## src/rtl/bca_pkg.sv

```systemverilog
// Shared constants, codes and controller/datapath interface types for the block chain allocator.
package bca_pkg;

    // Table geometry: the 10-bit index fields reach at most 1024 blocks
    localparam int NUM_BLOCKS  = 1024;
    localparam int INDEX_REACH = 1024;
    localparam int MEM_DEPTH   = (NUM_BLOCKS < INDEX_REACH) ? NUM_BLOCKS : INDEX_REACH;
    localparam int ADDR_W      = $clog2(MEM_DEPTH);

    // Field widths
    localparam int FUNC_W  = 3;
    localparam int IDX_W   = 10;
    localparam int CNT_W   = 11;
    localparam int ENTRY_W = 11;

    // Table entry codes; any other value is a link to the next block
    localparam logic [ENTRY_W-1:0] ENTRY_FREE = 11'h7FE;
    localparam logic [ENTRY_W-1:0] ENTRY_END  = 11'h7FF;

    // Operation codes
    localparam logic [FUNC_W-1:0] FN_START  = 3'd0;
    localparam logic [FUNC_W-1:0] FN_APPEND = 3'd1;
    localparam logic [FUNC_W-1:0] FN_FREE   = 3'd2;
    localparam logic [FUNC_W-1:0] FN_READ   = 3'd3;
    localparam logic [FUNC_W-1:0] FN_FORMAT = 3'd4;

    typedef enum logic [1:0] {
        ST_OK,
        ST_NO_FREE,
        ST_RANGE,
        ST_BROKEN
    } status_t;

    typedef enum logic [3:0] {
        S_CLEAR,
        S_IDLE,
        S_DISPATCH,
        S_SCAN,
        S_ALLOC,
        S_LINK,
        S_APP_RD,
        S_APP_CHK,
        S_WALK_RD,
        S_WALK_CHK,
        S_READ_RD,
        S_DONE
    } state_t;

    typedef enum logic [2:0] {
        PTR_HOLD,
        PTR_ZERO,
        PTR_IDX,
        PTR_INC,
        PTR_LINK
    } ptr_op_t;

    typedef enum logic [1:0] {
        WR_NONE,
        WR_FREE_PTR,
        WR_END_FOUND,
        WR_LINK_IDX
    } wr_op_t;

    typedef enum logic [1:0] {
        CNT_HOLD,
        CNT_INC,
        CNT_DEC,
        CNT_LOAD
    } cnt_op_t;

    typedef enum logic [1:0] {
        RES_NONE,
        RES_FOUND,
        RES_ENTRY
    } res_sel_t;

    // Commands from controller to datapath
    typedef struct packed {
        logic     accept;
        ptr_op_t  ptr_op;
        logic     rd_en;
        wr_op_t   wr_op;
        cnt_op_t  cnt_op;
        logic     steps_clr;
        logic     steps_inc;
        logic     found_load;
        logic     out_load;
        res_sel_t res_sel;
        status_t  out_status;
    } cmd_t;

    // Status from datapath to controller
    typedef struct packed {
        logic [FUNC_W-1:0] func;
        logic              idx_oor;
        logic              ptr_oor;
        logic              steps_full;
        logic              rd_vld;
        logic              rd_free;
        logic              rd_end;
        logic              clear_last;
    } stat_t;

    // Blocks in use for a given block count register value
    function automatic logic [CNT_W-1:0] blocks_in_use(input logic [CNT_W-1:0] count);
        logic [CNT_W-1:0] depth;
        depth = CNT_W'(MEM_DEPTH);
        return (count > depth) ? depth : count;
    endfunction

endpackage

```

## src/rtl/bca_ctrl.sv

```systemverilog
// Controller state machine for the block chain allocator.
module bca_ctrl (
    input  logic           clk,
    input  logic           rst_n,
    input  logic           cfg_we,
    input  logic           in_valid,
    output logic           in_stall,
    output logic           out_valid,
    input  logic           out_stall,
    input  bca_pkg::stat_t stat,
    output bca_pkg::cmd_t  cmd
);
    import bca_pkg::*;

    state_t   state_reg, state_next;
    status_t  done_st_reg, done_st_next;
    res_sel_t done_sel_reg, done_sel_next;
    logic     out_valid_reg, out_valid_next;

    // State, pending-result and output-valid registers
    always_ff @(posedge clk or negedge rst_n)
    begin
        if (!rst_n)
        begin
            state_reg     <= S_CLEAR;
            done_st_reg   <= ST_OK;
            done_sel_reg  <= RES_NONE;
            out_valid_reg <= 1'b0;
        end
        else
        begin
            state_reg     <= state_next;
            done_st_reg   <= done_st_next;
            done_sel_reg  <= done_sel_next;
            out_valid_reg <= out_valid_next;
        end
    end

    // Take a new request only when idle and no configuration write is under way
    assign in_stall  = (state_reg != S_IDLE) || cfg_we;
    assign out_valid = out_valid_reg;

    // Next state and commands
    always_comb
    begin
        state_next     = state_reg;
        done_st_next   = done_st_reg;
        done_sel_next  = done_sel_reg;
        cmd            = '0;
        cmd.ptr_op     = PTR_HOLD;
        cmd.wr_op      = WR_NONE;
        cmd.cnt_op     = CNT_HOLD;
        cmd.res_sel    = done_sel_reg;
        cmd.out_status = done_st_reg;

        unique case (state_reg)
            S_CLEAR:
            begin
                // Sweep the table, one entry a cycle
                cmd.wr_op  = WR_FREE_PTR;
                cmd.ptr_op = PTR_INC;
                if (stat.clear_last)
                begin
                    state_next = S_IDLE;
                end
            end

            S_IDLE:
            begin
                if (in_valid && !cfg_we)
                begin
                    cmd.accept = 1'b1;
                    state_next = S_DISPATCH;
                end
            end

            S_DISPATCH:
            begin
                unique case (stat.func)
                    FN_START:
                    begin
                        cmd.ptr_op = PTR_ZERO;
                        state_next = S_SCAN;
                    end
                    FN_APPEND:
                    begin
                        if (stat.idx_oor)
                        begin
                            done_st_next  = ST_RANGE;
                            done_sel_next = RES_NONE;
                            state_next    = S_DONE;
                        end
                        else
                        begin
                            cmd.ptr_op = PTR_IDX;
                            state_next = S_APP_RD;
                        end
                    end
                    FN_FREE:
                    begin
                        if (stat.idx_oor)
                        begin
                            done_st_next  = ST_RANGE;
                            done_sel_next = RES_NONE;
                            state_next    = S_DONE;
                        end
                        else
                        begin
                            cmd.ptr_op    = PTR_IDX;
                            cmd.steps_clr = 1'b1;
                            state_next    = S_WALK_RD;
                        end
                    end
                    FN_READ:
                    begin
                        if (stat.idx_oor)
                        begin
                            done_st_next  = ST_RANGE;
                            done_sel_next = RES_NONE;
                            state_next    = S_DONE;
                        end
                        else
                        begin
                            cmd.ptr_op = PTR_IDX;
                            state_next = S_READ_RD;
                        end
                    end
                    FN_FORMAT:
                    begin
                        // Count is final now; the sweep follows the result
                        cmd.cnt_op    = CNT_LOAD;
                        done_st_next  = ST_OK;
                        done_sel_next = RES_NONE;
                        state_next    = S_DONE;
                    end
                    default:
                    begin
                        done_st_next  = ST_OK;
                        done_sel_next = RES_NONE;
                        state_next    = S_DONE;
                    end
                endcase
            end

            S_APP_RD:
            begin
                cmd.rd_en  = 1'b1;
                state_next = S_APP_CHK;
            end

            S_APP_CHK:
            begin
                // Only a chain's tail may be extended
                if (!stat.rd_end)
                begin
                    done_st_next  = ST_BROKEN;
                    done_sel_next = RES_NONE;
                    state_next    = S_DONE;
                end
                else
                begin
                    cmd.ptr_op = PTR_ZERO;
                    state_next = S_SCAN;
                end
            end

            S_SCAN:
            begin
                // Reads issue back to back; data for the previous address is checked
                if (stat.rd_vld && stat.rd_free)
                begin
                    cmd.found_load = 1'b1;
                    state_next     = S_ALLOC;
                end
                else if (stat.ptr_oor)
                begin
                    done_st_next  = ST_NO_FREE;
                    done_sel_next = RES_NONE;
                    state_next    = S_DONE;
                end
                else
                begin
                    cmd.rd_en  = 1'b1;
                    cmd.ptr_op = PTR_INC;
                end
            end

            S_ALLOC:
            begin
                cmd.wr_op  = WR_END_FOUND;
                cmd.cnt_op = CNT_DEC;
                if (stat.func == FN_APPEND)
                begin
                    state_next = S_LINK;
                end
                else
                begin
                    done_st_next  = ST_OK;
                    done_sel_next = RES_FOUND;
                    state_next    = S_DONE;
                end
            end

            S_LINK:
            begin
                cmd.wr_op     = WR_LINK_IDX;
                done_st_next  = ST_OK;
                done_sel_next = RES_FOUND;
                state_next    = S_DONE;
            end

            S_WALK_RD:
            begin
                if (stat.ptr_oor || stat.steps_full)
                begin
                    done_st_next  = ST_BROKEN;
                    done_sel_next = RES_NONE;
                    state_next    = S_DONE;
                end
                else
                begin
                    cmd.rd_en  = 1'b1;
                    state_next = S_WALK_CHK;
                end
            end

            S_WALK_CHK:
            begin
                if (stat.rd_free)
                begin
                    done_st_next  = ST_BROKEN;
                    done_sel_next = RES_NONE;
                    state_next    = S_DONE;
                end
                else
                begin
                    // Release this block, then follow its link
                    cmd.wr_op     = WR_FREE_PTR;
                    cmd.cnt_op    = CNT_INC;
                    cmd.steps_inc = 1'b1;
                    if (stat.rd_end)
                    begin
                        done_st_next  = ST_OK;
                        done_sel_next = RES_NONE;
                        state_next    = S_DONE;
                    end
                    else
                    begin
                        cmd.ptr_op = PTR_LINK;
                        state_next = S_WALK_RD;
                    end
                end
            end

            S_READ_RD:
            begin
                cmd.rd_en     = 1'b1;
                done_st_next  = ST_OK;
                done_sel_next = RES_ENTRY;
                state_next    = S_DONE;
            end

            S_DONE:
            begin
                // Wait for the output slot, then load the result
                if (!out_valid_reg || !out_stall)
                begin
                    cmd.out_load = 1'b1;
                    if (stat.func == FN_FORMAT)
                    begin
                        cmd.ptr_op = PTR_ZERO;
                        state_next = S_CLEAR;
                    end
                    else
                    begin
                        state_next = S_IDLE;
                    end
                end
            end

            default:
            begin
                state_next = S_IDLE;
            end
        endcase

        // A configuration write reformats the table
        if (cfg_we)
        begin
            state_next = S_CLEAR;
        end
    end

    // Hold the result until it is taken
    always_comb
    begin
        if (cmd.out_load)
        begin
            out_valid_next = 1'b1;
        end
        else if (out_valid_reg && !out_stall)
        begin
            out_valid_next = 1'b0;
        end
        else
        begin
            out_valid_next = out_valid_reg;
        end
    end

endmodule

```

## config.mk

```make
export PLATFORM = sky130hd
export DESIGN_NAME = bca_ctrl
export DESIGN_NICKNAME = d
export VERILOG_FILES = /design/src/rtl/bca_pkg.sv /design/src/rtl/bca_ctrl.sv
export SDC_FILE = /design/constraint.sdc
export NUM_CORES = 1
export LEC_CHECK = 0
export BUFFER_PORTS_ARGS = -buffer_cell sky130_fd_sc_hd__buf_2
export CORE_UTILIZATION = 40
export CTS_BUF_LIST = sky130_fd_sc_hd__clkbuf_16
export CTS_CLUSTER_DIAMETER = 150
export DETAILED_ROUTE_END_ITERATION = 16
export PLACE_DENSITY_LB_ADDON = 0.1
export SLEW_MARGIN = 20
export SYNTH_ARGS = -nofsm -noshare
export SYNTH_HDL_FRONTEND = slang
export SYNTH_SLANG_ARGS = --single-unit
```

## constraint.sdc

```tcl
create_clock -name clk -period 2.05 [get_ports clk]
set_input_delay 0.1025 -clock clk [delete_from_list [all_inputs] [get_ports clk]]
set_output_delay 0.1025 -clock clk [all_outputs]
set_load 0.005 [all_outputs]
```

; Yosys cells after proc, flatten, opt, wreduce, memory -nomap -nowiden
; Cells that the tools add are included.
[classes]
n_eq_ne = 28
mux = 65
n_reduce_logical = 20
[op_table]
columns = op, count
row1 = one-hot mux 4 bit (11 select lines), 1
row2 = two-way mux 2 bit, 20
row3 = two-way mux 4 bit, 10
row4 = two-way mux 1 bit, 19
row5 = one-hot mux 3 bit (6 select lines), 1
row6 = AND reduction 9 bit, 2
row7 = == test 4 x 3 -> 1 bit (second input constant), 4
row8 = == test 4 bit (second input constant), 4
row9 = one-hot mux 2 bit (8 select lines), 1
row10 = one-hot mux 4 bit (4 select lines), 1
row11 = two-way mux 3 bit, 5
row12 = inequality test 3 bit (second input constant), 5
row13 = one-hot mux 2 bit (7 select lines), 1
row14 = inequality test 2 bit (second input constant), 6
row15 = one-hot mux 2 bit (2 select lines), 3
row16 = == test 4 x 2 -> 1 bit (second input constant), 2
row17 = one-hot mux 2 bit (4 select lines), 1
row18 = nonzero test 8 bit, 1
row19 = nonzero test 7 bit, 1
row20 = == test 3 x 2 -> 1 bit (second input constant), 2
row21 = one-hot mux 2 bit (3 select lines), 1
row22 = == test 4 x 1 -> 1 bit (second input constant), 1
row23 = logical NOT 4 bit, 1
row24 = inequality test 4 x 1 -> 1 bit (second input constant), 1
row25 = 12 further kinds, 19
[word_totals]
inputBits = 15
output_inout_bits = 19
register_bits = 9

; Logic depth before layout (Yosys ltp)
; Gate-level depths: netlist (run 1).
[depth]
ltp_word = 5
depth_mapped = 7
mapped_depth_nobuf = 5

; Worst setup path after synthesis (run 1)
; OpenSTA, ideal clock, no wires.
[synth_timing]
kind = register -> register
start = register state_reg[1]
end = register done_st_reg[0]
period_less_slack_ns = 1.822
path_stages_with_launch = 6
n_path_buf = 1
setup_slack_ns = 0.228
arrival_time_ns = 1.697
setup_time_ns = 0.125
required_ns = 1.925
path_cell_list = dfrtp_1 -> buf_6 -> or4b_4 -> o32a_1 -> nand4_1 -> mux2_2
[synth_between]
elab_chain_len = 4
word_cells_on_any_way = 20
cone_classes = 16 x eq/ne / 1 x mux / 3 x reduce/logical
[synth_lines]
columns = element, line
row1 = "start, declared", bca_ctrl.sv:15  ; state_t state_reg, state_next;
row2 = "start signal, assigned", bca_ctrl.sv:32  ; state_reg <= state_next;
row3 = == test 4 x 3 -> 1 bit or == test 4 bit (tied branches), bca_ctrl.sv:56  ; unique case (state_reg)
row4 = OR reduction 2 bit (no line), --
row5 = nonzero test 7 bit (no line), --
row6 = AND reduction 9 bit (no line), --
row7 = "end signal, assigned", bca_ctrl.sv:33  ; done_st_reg <= done_st_next;
row8 = "end, declared", bca_ctrl.sv:16  ; status_t done_st_reg, done_st_next;
; Parallel ways exist; a longest one is shown, timed or not.
; A chain may end at the register's enable or synchronous reset.

; Worst setup path after layout (run 1)
[layout_timing]
start = register state_reg[0]
end = register state_reg[3]
[layout_between]
elab_chain_len = 4
word_cells_on_any_way = 20
cone_classes = 15 x eq/ne / 2 x mux / 3 x reduce/logical
[layout_lines]
columns = element, line
row1 = == test 4 x 3 -> 1 bit or == test 4 bit (tied branches), bca_ctrl.sv:56
row2 = OR reduction 2 bit (no line), --
row3 = one-hot mux 4 bit (11 select lines), bca_ctrl.sv:56
row4 = two-way mux 4 bit, bca_ctrl.sv:288  ; if (cfg_we)
; Parallel ways exist; a longest one is shown, timed or not.

==> results of run 1 <==
-- logic make-up after synthesis --
family | after synthesis | synth area share, %
AND/OR/NAND/NOR | 67 | 39.7
buffers and inverters | 13 | 6.98
multiplexers | 3 | 3.49
AO/OA/AOI/OAI | 37 | 26.6
flip-flops | 9 | 23.3
-- through the flow --
step                hold slack, ns  util, %  cells  total power [uW]
floorplan                   -0.193        -    129               320
global placement           -0.0412     53.8    194               409
detailed placement         -0.0346     53.8    194               409
CTS                          0.101     57.8    199               747
global route                 0.112     58.1    199               792
finish                       0.105     58.1    199               747
-- area by class of cell --
cell class / count / area share [%]
inverter: 4 / 1.15
timing repair buffer: 47 / 20.8
sequential: 9 / 17.3
multi-input combinational: 107 / 52.1
tap: 28 / 2.67
clock buffer: 3 / 5.73
clock inverter: 1 / 0.287
-- worst register-to-register path, stage by stage, from the launching register on --
cell and delay, ns:
dfrtp_1 0.45, buf_4 0.19, nand4bb_1 0.16, nor3b_1 0.11, or2_1 0.28, or4b_4 0.51, o32ai_1 0.14
-- layer usage --
layer	up-vias	track usage [%]	share of wire, %
li1	564	-	-
met4	0	13.9	4.5
met2	73	39.7	45
met5	-	0	0
met1	511	34.5	41
met3	15	6.55	9.4
-- how the worst max path moves through the flow --
| stage | start | end | slack, ns | cells after the start |
|---|---|---|---|---|
| after floorplan | state_reg[1] | done_st_reg[0] | 0.23 | 5 |
| after global placement | state_reg[2] | state_reg[3] | 0.12 | 5 |
| after detailed placement | state_reg[2] | state_reg[3] | 0.06 | 5 |
| after CTS | state_reg[2] | state_reg[3] | 0.03 | 5 |
| after global routing | state_reg[1] | state_reg[3] | 0.01 | 6 |
| final | state_reg[0] | state_reg[3] | 0.11 | 6 |
-- repair_timing --
item                       CTS  global route
hold buffers                 1             0
resized for setup            0             2
setup endpoints to repair    0             6
hold endpoints to repair     9             0
-- power breakdown --
| part | switching [uW] | internal [uW] |
|---|---|---|
| Clock | 81.8 | 254 |
| Sequential | 12.0 | 194 |
| Combinational | 107 | 98.3 |
| Total | 200 | 547 |
-- cell usage in the layout (no fill, tap or decap), types with 3 or more instances in the layout --
cell type and n:
a21oi_1 10, buf_2 33, buf_4 13, clkbuf_16 3, dfrtp_1 8, inv_1 5, mux2_2 3, nand2_1 11
nand2b_1 7, nand3_1 3, nor2_1 17, nor2b_1 3, nor3_1 5, o21ai_0 4
==> run_results.csv, run 1 <==
group,metric,value,unit
outcome,status,"finished, final reports clean",
cts,root_buffer,"clkbuf_16",
yosys,synth.most_common_cell,"nor2_1",
place,port_buffers,33,
worst_setup_path,worst_setup_path_start_kind,"flop",
pwr,power.leakage,0.000642,uW
routing,first_iter_violations,30,
yosys,yosysSeqAreaShare,23.3,%
global_routing,grt_overflow,0,
cts,cts_buffer_depth,2,
sta,finalCritPeriodShare,94.6,%
floorplanning,die-area,2620,um^2
sta,finalHoldViolCount,0,
routing,antenna_left,0,
worst_setup_path,critPathBufInv,1,
place,place_area,1210,um^2
hold_path,hold_path_end,"state_reg[0]",
sta,fin_worst_skew,0.000831,ns
yosys,synth_edf_count,0,
cts,htreeDepth,1,
yosys,synth_nets,144,
yosys,syn_area,968,um^2
pwr,peakVddDrop,0.674,mV
worst_setup_path,path_max_fanout,5,
final_layout,fin_area,1310,um^2
job,max_cap_viol_count,0,
routing,wire_per_inst,15.4,um
global_routing,grt_util_all_layers,26.4,%
cts,clk_transition_reported_paths,0.04,ns
yosys,synth_area_per_cell,7.51,um^2
place,place_ws,0.0566,ns
routing,route.detailed.drc,0,
yosys,ys_seq_elements,9,
sta,finalCriticalPeriod,1.94,ns
worst_setup_path,rrSetupSlack,0.11,ns
cts,numCtsBuffers,3,
worst_setup_path,slowest_delay,0.51,ns
final_layout,diodes,0,
cts,clock_sinks,9,
cts,cts_tree,"built",
routing,drt_wl_total,3070,um
yosys,synth_area_leaders,"dfrtp_1 23%, nor2_1 6.6%, a21oi_1 5.2%",
final_layout,area_delta_synth_final,35.3,%
worst_setup_path,ff2ff_path_depth,6,
worst_setup_path,path_class,"flop to flop",
sta,max_freq,516,MHz
yosys,syn_inst,129,
hold_path,hold_class,"primary input to flop",
global_routing,antenna_found_initial,0,
floorplanning,pin_count,34,
floorplanning,initial_core_util,43.0,%
worst_setup_path,path_delay_family,"simple AND/OR/NAND/NOR gates",
cts,clk_latency,0.23,ns
yosys,yosys.area.top_type,"dfrtp_1",
sta,finalSetupTns,0,ns
sta,max_slew_margin,67.0,%
worst_setup_path,r2r-start,"state_reg[0]",
cts,postCtsSetupBuffers,0,
place,gp_congestion,0.947,
worst_setup_path,worstReg2RegEnd,"state_reg[3]",
final_layout,multi_input_area,682,um^2
floorplanning,die_w,51.2,um
worst_setup_path,critical_path_required,2.18,ns
routing,num_vias,1163,
yosys,synth_top_area_share,23.3,%
place,dp_hpwl,2470,um
final_layout,fin_nets,187,
pwr,pwr_density_cell,570,nW/um^2
yosys,synthArstFlopShare,100,%
global_routing,grt_pass1_vias,1019,
floorplanning,core-area,2250,um^2
sta,rsz0062_at_grt,"false",
worst_setup_path,path_cells,"buf_4 -> nand4bb_1 -> nor3b_1 -> or2_1 -> or4b_4 -> o32ai_1",
routing,via_per_inst,5.84,
worst_setup_path,endpoint_kind,"flop",
global_routing,grt_max_degree,17,
global_routing,grt_pass1_wl,4980,um
sta,worstMarginPinSlew,0.492,ns
worst_setup_path,worst_path_max_delay_cell,"or4b_4",
final_layout,ff_latch_area,226,um^2
yosys,synthTopCellsByCount,"17 x nor2_1, 11 x nand2_1, 10 x a21oi_1",
final_layout,fillers,227,
final_layout,largest_reg_flops,4,
floorplanning,rows,17,
routing,dr.pass1.iters,4,
sta,finalSetupViolations,0,
yosys,yosysWarnings,0,
hold_path,holdCritStartpoint,"cfg_we",
floorplanning,die_h,51.2,um
sta,setup_ws,0.111,ns
hold_path,min_delay_path_depth,2,
sta,drv_slew,0,
final_layout,drive_above_1_share,36.3,%
worst_setup_path,cp.arrival,2.07,ns
yosys,synth_flop_cell,"dfrtp_1",
yosys,synth.distinct_cells,49,
Note: power is estimated with default switching activity, not from simulation.
==> inputs of run 2 (changes only) <==
--- a/config.mk
+++ b/config.mk
@@ -5,12 +5,14 @@
 export SDC_FILE = /design/constraint.sdc
 export NUM_CORES = 1
 export LEC_CHECK = 0
+export ABC_AREA = 1
 export BUFFER_PORTS_ARGS = -buffer_cell sky130_fd_sc_hd__buf_2
 export CORE_UTILIZATION = 40
 export CTS_BUF_LIST = sky130_fd_sc_hd__clkbuf_16
 export CTS_CLUSTER_DIAMETER = 150
 export DETAILED_ROUTE_END_ITERATION = 16
 export PLACE_DENSITY_LB_ADDON = 0.1
+export SETUP_SLACK_MARGIN = 0.4
 export SLEW_MARGIN = 20
 export SYNTH_ARGS = -nofsm -noshare
 export SYNTH_HDL_FRONTEND = slang
==> run_results.csv, run 2 <==
group,metric,value,unit
outcome,status,"finished, final reports clean",
worst_setup_path,critPathBufInv,3,
routing,via_per_inst,5.24,
worst_setup_path,slowest_delay,0.40,ns
sta,finalCritPeriodShare,79.1,%
worst_setup_path,rrSetupSlack,0.48,ns
worst_setup_path,ff2ff_path_depth,10,
yosys,synthTopCellsByCount,"68 x nand2_1, 46 x nor2_1, 30 x inv_1",
cts,htreeDepth,1,
worst_setup_path,cp.arrival,1.52,ns
global_routing,antenna_found_initial,0,
yosys,synth_area_per_cell,5.08,um^2
cts,clk_latency,0.23,ns
place,dp_hpwl,2540,um
sta,rsz0062_at_grt,"true",
final_layout,diodes,0,
worst_setup_path,worst_setup_path_start_kind,"flop",
final_layout,final_cell_mix,"64 x nand2_1, 33 x buf_2, 32 x nor2_1",
routing,wire_per_inst,12.6,um
final_layout,fin_nets,248,
yosys,syn_inst,190,
final_layout,ff_latch_area,229,um^2
pwr,power_frac_seq,20.1,%
final_layout,largest_reg_flops,4,
routing,route.detailed.drc,0,
routing,dr.pass1.iters,5,
pwr,p_comb_share,55.5,%
job,max_cap_viol_count,0,
global_routing,grt_max_degree,10,
sta,finalSetupViolations,0,
sta,drv_slew,0,
worst_setup_path,crit_cells,7,
final_layout,area_delta_synth_final,42.4,%
cts,clk_transition_reported_paths,0.04,ns
pwr,pwr_density_cell,992,nW/um^2
routing,first_iter_violations,70,
yosys,yosys.area.top_type,"nand2_1",
cts,numCtsBuffers,3,
yosys,synth.distinct_cells,12,
worst_setup_path,path_max_fanout,4,
routing,num_vias,1362,
floorplanning,die-area,2610,um^2
sta,worstMarginPinSlew,0.315,ns
place,port_buffers,33,
final_layout,drive_above_1_share,28.4,%
final_layout,fillers,231,
cts,clock_sinks,9,
final_layout,mostFrequentLayoutCell,"nand2_1",
floorplanning,die_w,51.1,um
yosys,synthArstFlopShare,100,%
pwr,p_sw,598,uW
floorplanning,die_h,51.1,um
place,gp_congestion,0.960,
floorplanning,initial_core_util,43.2,%
yosys,synth_edf_count,0,
cts,cts_buffer_depth,2,
cts,cts_tree,"built",
global_routing,grt_util_all_layers,26.5,%
pwr,p_clk_share,24.4,%
final_layout,fin_area,1370,um^2
floorplanning,pin_count,34,
floorplanning,rows,17,
routing,antenna_left,0,
routing,drt_wl_total,3290,um
pwr,p_int,765,uW
sta,fin_worst_skew,0.00290,ns
sta,finalCriticalPeriod,1.62,ns
floorplanning,core-area,2230,um^2
hold_path,min_delay_path_depth,2,
yosys,synth_nets,205,
pwr,power.leakage,0.000850,uW
yosys,yosysWarnings,0,
pwr,peakVddDrop,0.816,mV
worst_setup_path,path_cells,"buf_4 -> nor2_2 -> nand2_1 -> inv_2 -> a31oi_2 -> nand4_1 -> buf_2",
sta,max_freq,617,MHz
sta,max_slew_margin,79.0,%
yosys,ys_seq_elements,9,
sta,finalSetupTns,0,ns
worst_setup_path,path_delay_family,"flip-flops",
hold_path,hold_class,"primary input to flop",
worst_setup_path,endpoint_kind,"primary output",
sta,finalHoldViolCount,0,
global_routing,grt_overflow,0,
yosys,syn_area,965,um^2
worst_setup_path,critical_path_required,1.95,ns
final_layout,multi_input_area,706,um^2
global_routing,grt_pass1_vias,1239,
yosys,yosysSeqAreaShare,23.3,%
pwr,switching_share,43.9,%
yosys,synth.most_common_cell,"nand2_1",
worst_setup_path,path_class,"flop to primary output",
yosys,synth_area_leaders,"nand2_1 26%, dfrtp_1 23%, nor2_1 18%",
yosys,synth_top_area_share,26.5,%
global_routing,grt_pass1_wl,5150,um
cts,root_buffer,"clkbuf_16",
worst_setup_path,worst_path_max_delay_cell,"dfrtp_1",
place,place_area,1160,um^2
yosys,synth_flop_cell,"dfrtp_1",
[run 2: cell count changes in the layout (fill, tap and decap cells not counted), moves of 3 or more]
cell,before,now
nand2_2,0,4
buf_4,13,5
inv_1,5,29
mux2_2,3,0
nor2_4,0,6
nor2_2,0,8
a21oi_1,10,2
nand2b_1,7,0
nor2_1,17,32
nand2_1,11,64
nor3_1,5,1
nor2b_1,3,0
nand3_1,3,19
nand4_1,1,5
[run 2: cells by family after synthesis]
logic type,after synthesis,share of synthesized area (%)
DFF,9,23.3
AOI/OAI and AO/OA,9,4.93
and+or+nand+nor,141,59.3
buffers and inverters,31,12.5
[run 2: layout make-up]
cell class	instances	area share, %
Tap cell	28	2.55
Clock buffer	3	5.46
Inverter	30	8.20
Sequential cell	9	16.7
Timing Repair Buffer	39	15.5
Multi-Input combinational cell	150	51.4
Clock inverter	1	0.273
[run 2: what timing repair did]
action | in CTS | in global routing
hold endpoints to repair | 9 | 0
resized for setup | 5 | 26
buffers inserted | 2 | 3
hold buffers | 1 | 0
endpoints found under the setup margin | 7 | 15
pin swaps | 0 | 2
[run 2: final timing paths]
path / start / to
max in group asynchronous: rst_n / state_reg[1]
setup reg to reg: state_reg[0] / done_st_reg[1]
hold / removal: cfg_we / state_reg[2]
min in group asynchronous: rst_n / done_st_reg[0]
hold reg to reg: done_sel_reg[1] / done_sel_reg[1]
setup / recovery: state_reg[0] / cmd[13]
[run 2: per-layer routing]
layer  track usage [%]  wire length, um  vias up
met3              8.93              299       10
li1                  -                -      674
met5                 0                0        -
met4              8.33               44        0
met1              32.2             1390      605
met2              43.9             1550       73
[run 2: power by group through the flow]
stage	registers (uW)	logic [uW]	clock network, uW
4_1_cts	264	642	340
6_report	274	756	333
2_1_floorplan	265	394	0
3_5_place_dp	266	602	0
3_3_place_gp	265	608	0
5_1_grt	280	835	344
[run 2: through the flow]
step,instances,hold slack (ns),util (%),worst slack (ns),total power (uW)
5_1_grt,260,0.0854,61.5,0.344,1460
4_1_cts,257,0.0867,57.0,0.381,1250
2_1_floorplan,190,-0.193,-,0.701,659
3_3_place_gp,250,-0.0441,51.8,0.370,873
6_report,260,0.0716,61.5,0.428,1360
3_5_place_dp,250,-0.0413,51.8,0.385,869
==> inputs of run 3 (changes only) <==
==> constraint.sdc (replaced) <==
create_clock -name clk -period 1.55 [get_ports clk]
set_input_delay 0.0775 -clock clk [delete_from_list [all_inputs] [get_ports clk]]
set_output_delay 0.0775 -clock clk [all_outputs]
set_load 0.005 [all_outputs]
==> run_results.csv, run 3 (synthesized netlist as in run 2, its figures left out) <==
group,metric,value,unit
floorplanning,core-area,2230,um^2
worst_setup_path,worstReg2RegEnd,"done_st_reg[1]",
sta,fin_worst_skew,0.00189,ns
place,place_area,1240,um^2
routing,via_per_inst,5.30,
floorplanning,initial_core_util,43.2,%
routing,num_vias,1426,
worst_setup_path,path_class,"flop to primary output",
pwr,peakVddDrop,1.29,mV
final_layout,fin_area,1630,um^2
floorplanning,die-area,2610,um^2
routing,dr.pass1.iters,4,
cts,cts_buffer_depth,2,
worst_setup_path,crit_start,"state_reg[2]",
worst_setup_path,endpoint_kind,"primary output",
final_layout,final_cell_mix,"54 x nand2_1, 33 x buf_2, 27 x nor2_1",
floorplanning,rows,17,
hold_path,hold_class,"primary input to flop",
sta,setup_ws,-0.00153,ns
worst_setup_path,critical_path_required,1.47,ns
final_layout,fin_nets,257,
cts,clock_sinks,9,
final_layout,fillers,187,
cts,numCtsBuffers,3,
worst_setup_path,rrSetupSlack,0.03,ns
global_routing,grt_util_all_layers,29.2,%
sta,max_slew_margin,78.1,%
cts,cts_tree,"built",
sta,worstMarginPinSlew,0.328,ns
sta,finalCritPeriodShare,100,%
pwr,p_clk_share,22.1,%
global_routing,grt_pass1_vias,1233,
worst_setup_path,worst_path_max_delay_cell,"dfrtp_2",
place,gp_congestion,0.952,
job,max_cap_viol_count,0,
hold_path,hold_path_end,"state_reg[2]",
final_layout,area_delta_synth_final,68.9,%
worst_setup_path,ff2ff_path_depth,10,
floorplanning,pin_count,34,
worst_setup_path,path_max_fanout,7,
floorplanning,die_w,51.1,um
global_routing,grt_pass1_wl,5540,um
routing,drt_wl_total,3680,um
worst_setup_path,path_cells,"inv_2 -> buf_6 -> nor2_4 -> nand2_1 -> nand4_1 -> buf_2",
worst_setup_path,slowest_delay,0.42,ns
final_layout,drive_above_1_share,44.8,%
outcome,status,"complete, but fails checks",
final_layout,final_util,72.9,%
cts,clk_transition_reported_paths,0.04,ns
worst_setup_path,cp.arrival,1.47,ns
outcome,violations,"negative setup slack",
place,dp_hpwl,2610,um
worst_setup_path,critPathBufInv,3,
routing,antenna_left,0,
sta,rsz0062_at_grt,"true",
cts,htreeDepth,1,
final_layout,largest_reg_flops,4,
cts,root_buffer,"clkbuf_16",
worst_setup_path,worst_setup_path_start_kind,"flop",
pwr,pwr_density_cell,1260,nW/um^2
routing,first_iter_violations,44,
sta,drv_slew,0,
pwr,power.leakage,0.000951,uW
global_routing,grt_max_degree,10,
pwr,p_comb_share,58.7,%
final_layout,mostFrequentLayoutCell,"nand2_1",
place,port_buffers,33,
global_routing,antenna_found_initial,0,
routing,wire_per_inst,13.7,um
sta,finalHoldViolCount,0,
worst_setup_path,path_delay_family,"simple AND/OR/NAND/NOR gates",
place,place_inst,252,
sta,finalSetupViolations,1,
hold_path,holdCritStartpoint,"cfg_we",
pwr,switching_share,45.2,%
sta,finalCriticalPeriod,1.55,ns
hold_path,min_delay_path_depth,2,
sta,max_freq,645,MHz
cts,clk_latency,0.24,ns
worst_setup_path,r2r-start,"state_reg[2]",
floorplanning,die_h,51.1,um
final_layout,diodes,0,
worst_setup_path,crit_cells,6,
pwr,power_frac_seq,19.1,%
global_routing,grt_overflow,0,
final_layout,final_cells,269,
pwr,p_int,1130,uW
pwr,p_sw,929,uW
routing,route.detailed.drc,0,
## run 3: per-stage QoR
step / power (uW) / setup slack [ns] / hold slack [ns] / TNS [ns]
after CTS: 1940 / 0.0374 / 0.0512 / 0
after floorplan: 927 / 0.302 / -0.218 / 0
after global placement: 1250 / 0.0681 / -0.0664 / 0
final: 2060 / -0.00153 / 0.0504 / -0.00153
after detailed placement: 1270 / 0.0563 / -0.0599 / 0
after global routing: 2180 / -0.0346 / 0.0501 / -0.189
## run 3: what timing repair did
| action | 4_1_cts | 5_1_grt |
|---|---|---|
| buffers inserted | 9 | 3 |
| setup endpoints to repair | 22 | 22 |
| pin swaps | 18 | 15 |
| hold buffers | 1 | 0 |
| hold endpoints to repair | 9 | 0 |
| gates resized for setup | 38 | 20 |
## run 3: per-layer routing
metal  global-route usage, %  vias up  share of wire, %
met5                       0        -                 0
met4                    9.72        0               2.4
met3                    7.74       14               8.0
met2                    48.7       68                49
met1                    36.0      649                41
li1                        -      695                 -
## run 3: power groups by stage
stage	Combinational (uW)	Sequential, uW	Clock, uW
floorplan	564	363	0
global placement	891	364	0
detailed placement	897	369	0
CTS	1090	387	458
global route	1300	403	483
finish	1210	394	455
## run 3: area by class of cell
type	count	area, um^2	share of cell area (%)
clock inverters	1	3.75	0.230
repair buffers	48	300	18.4
multi-input cells	150	867	53.2
flip-flops and latches	9	230	14.1
well taps	28	35.0	2.15
inverters	30	118	7.22
clock buffers	3	75.1	4.61
## run 3: worst max path at each step
stage | end | slack [ns]
floorplan | done_st_reg[1] | 0.30
global route | cmd[13] | -0.03
detailed placement | done_st_reg[1] | 0.06
CTS | cmd[13] | 0.04
global placement | cmd[13] | 0.07
finish | cmd[12] | -0.002
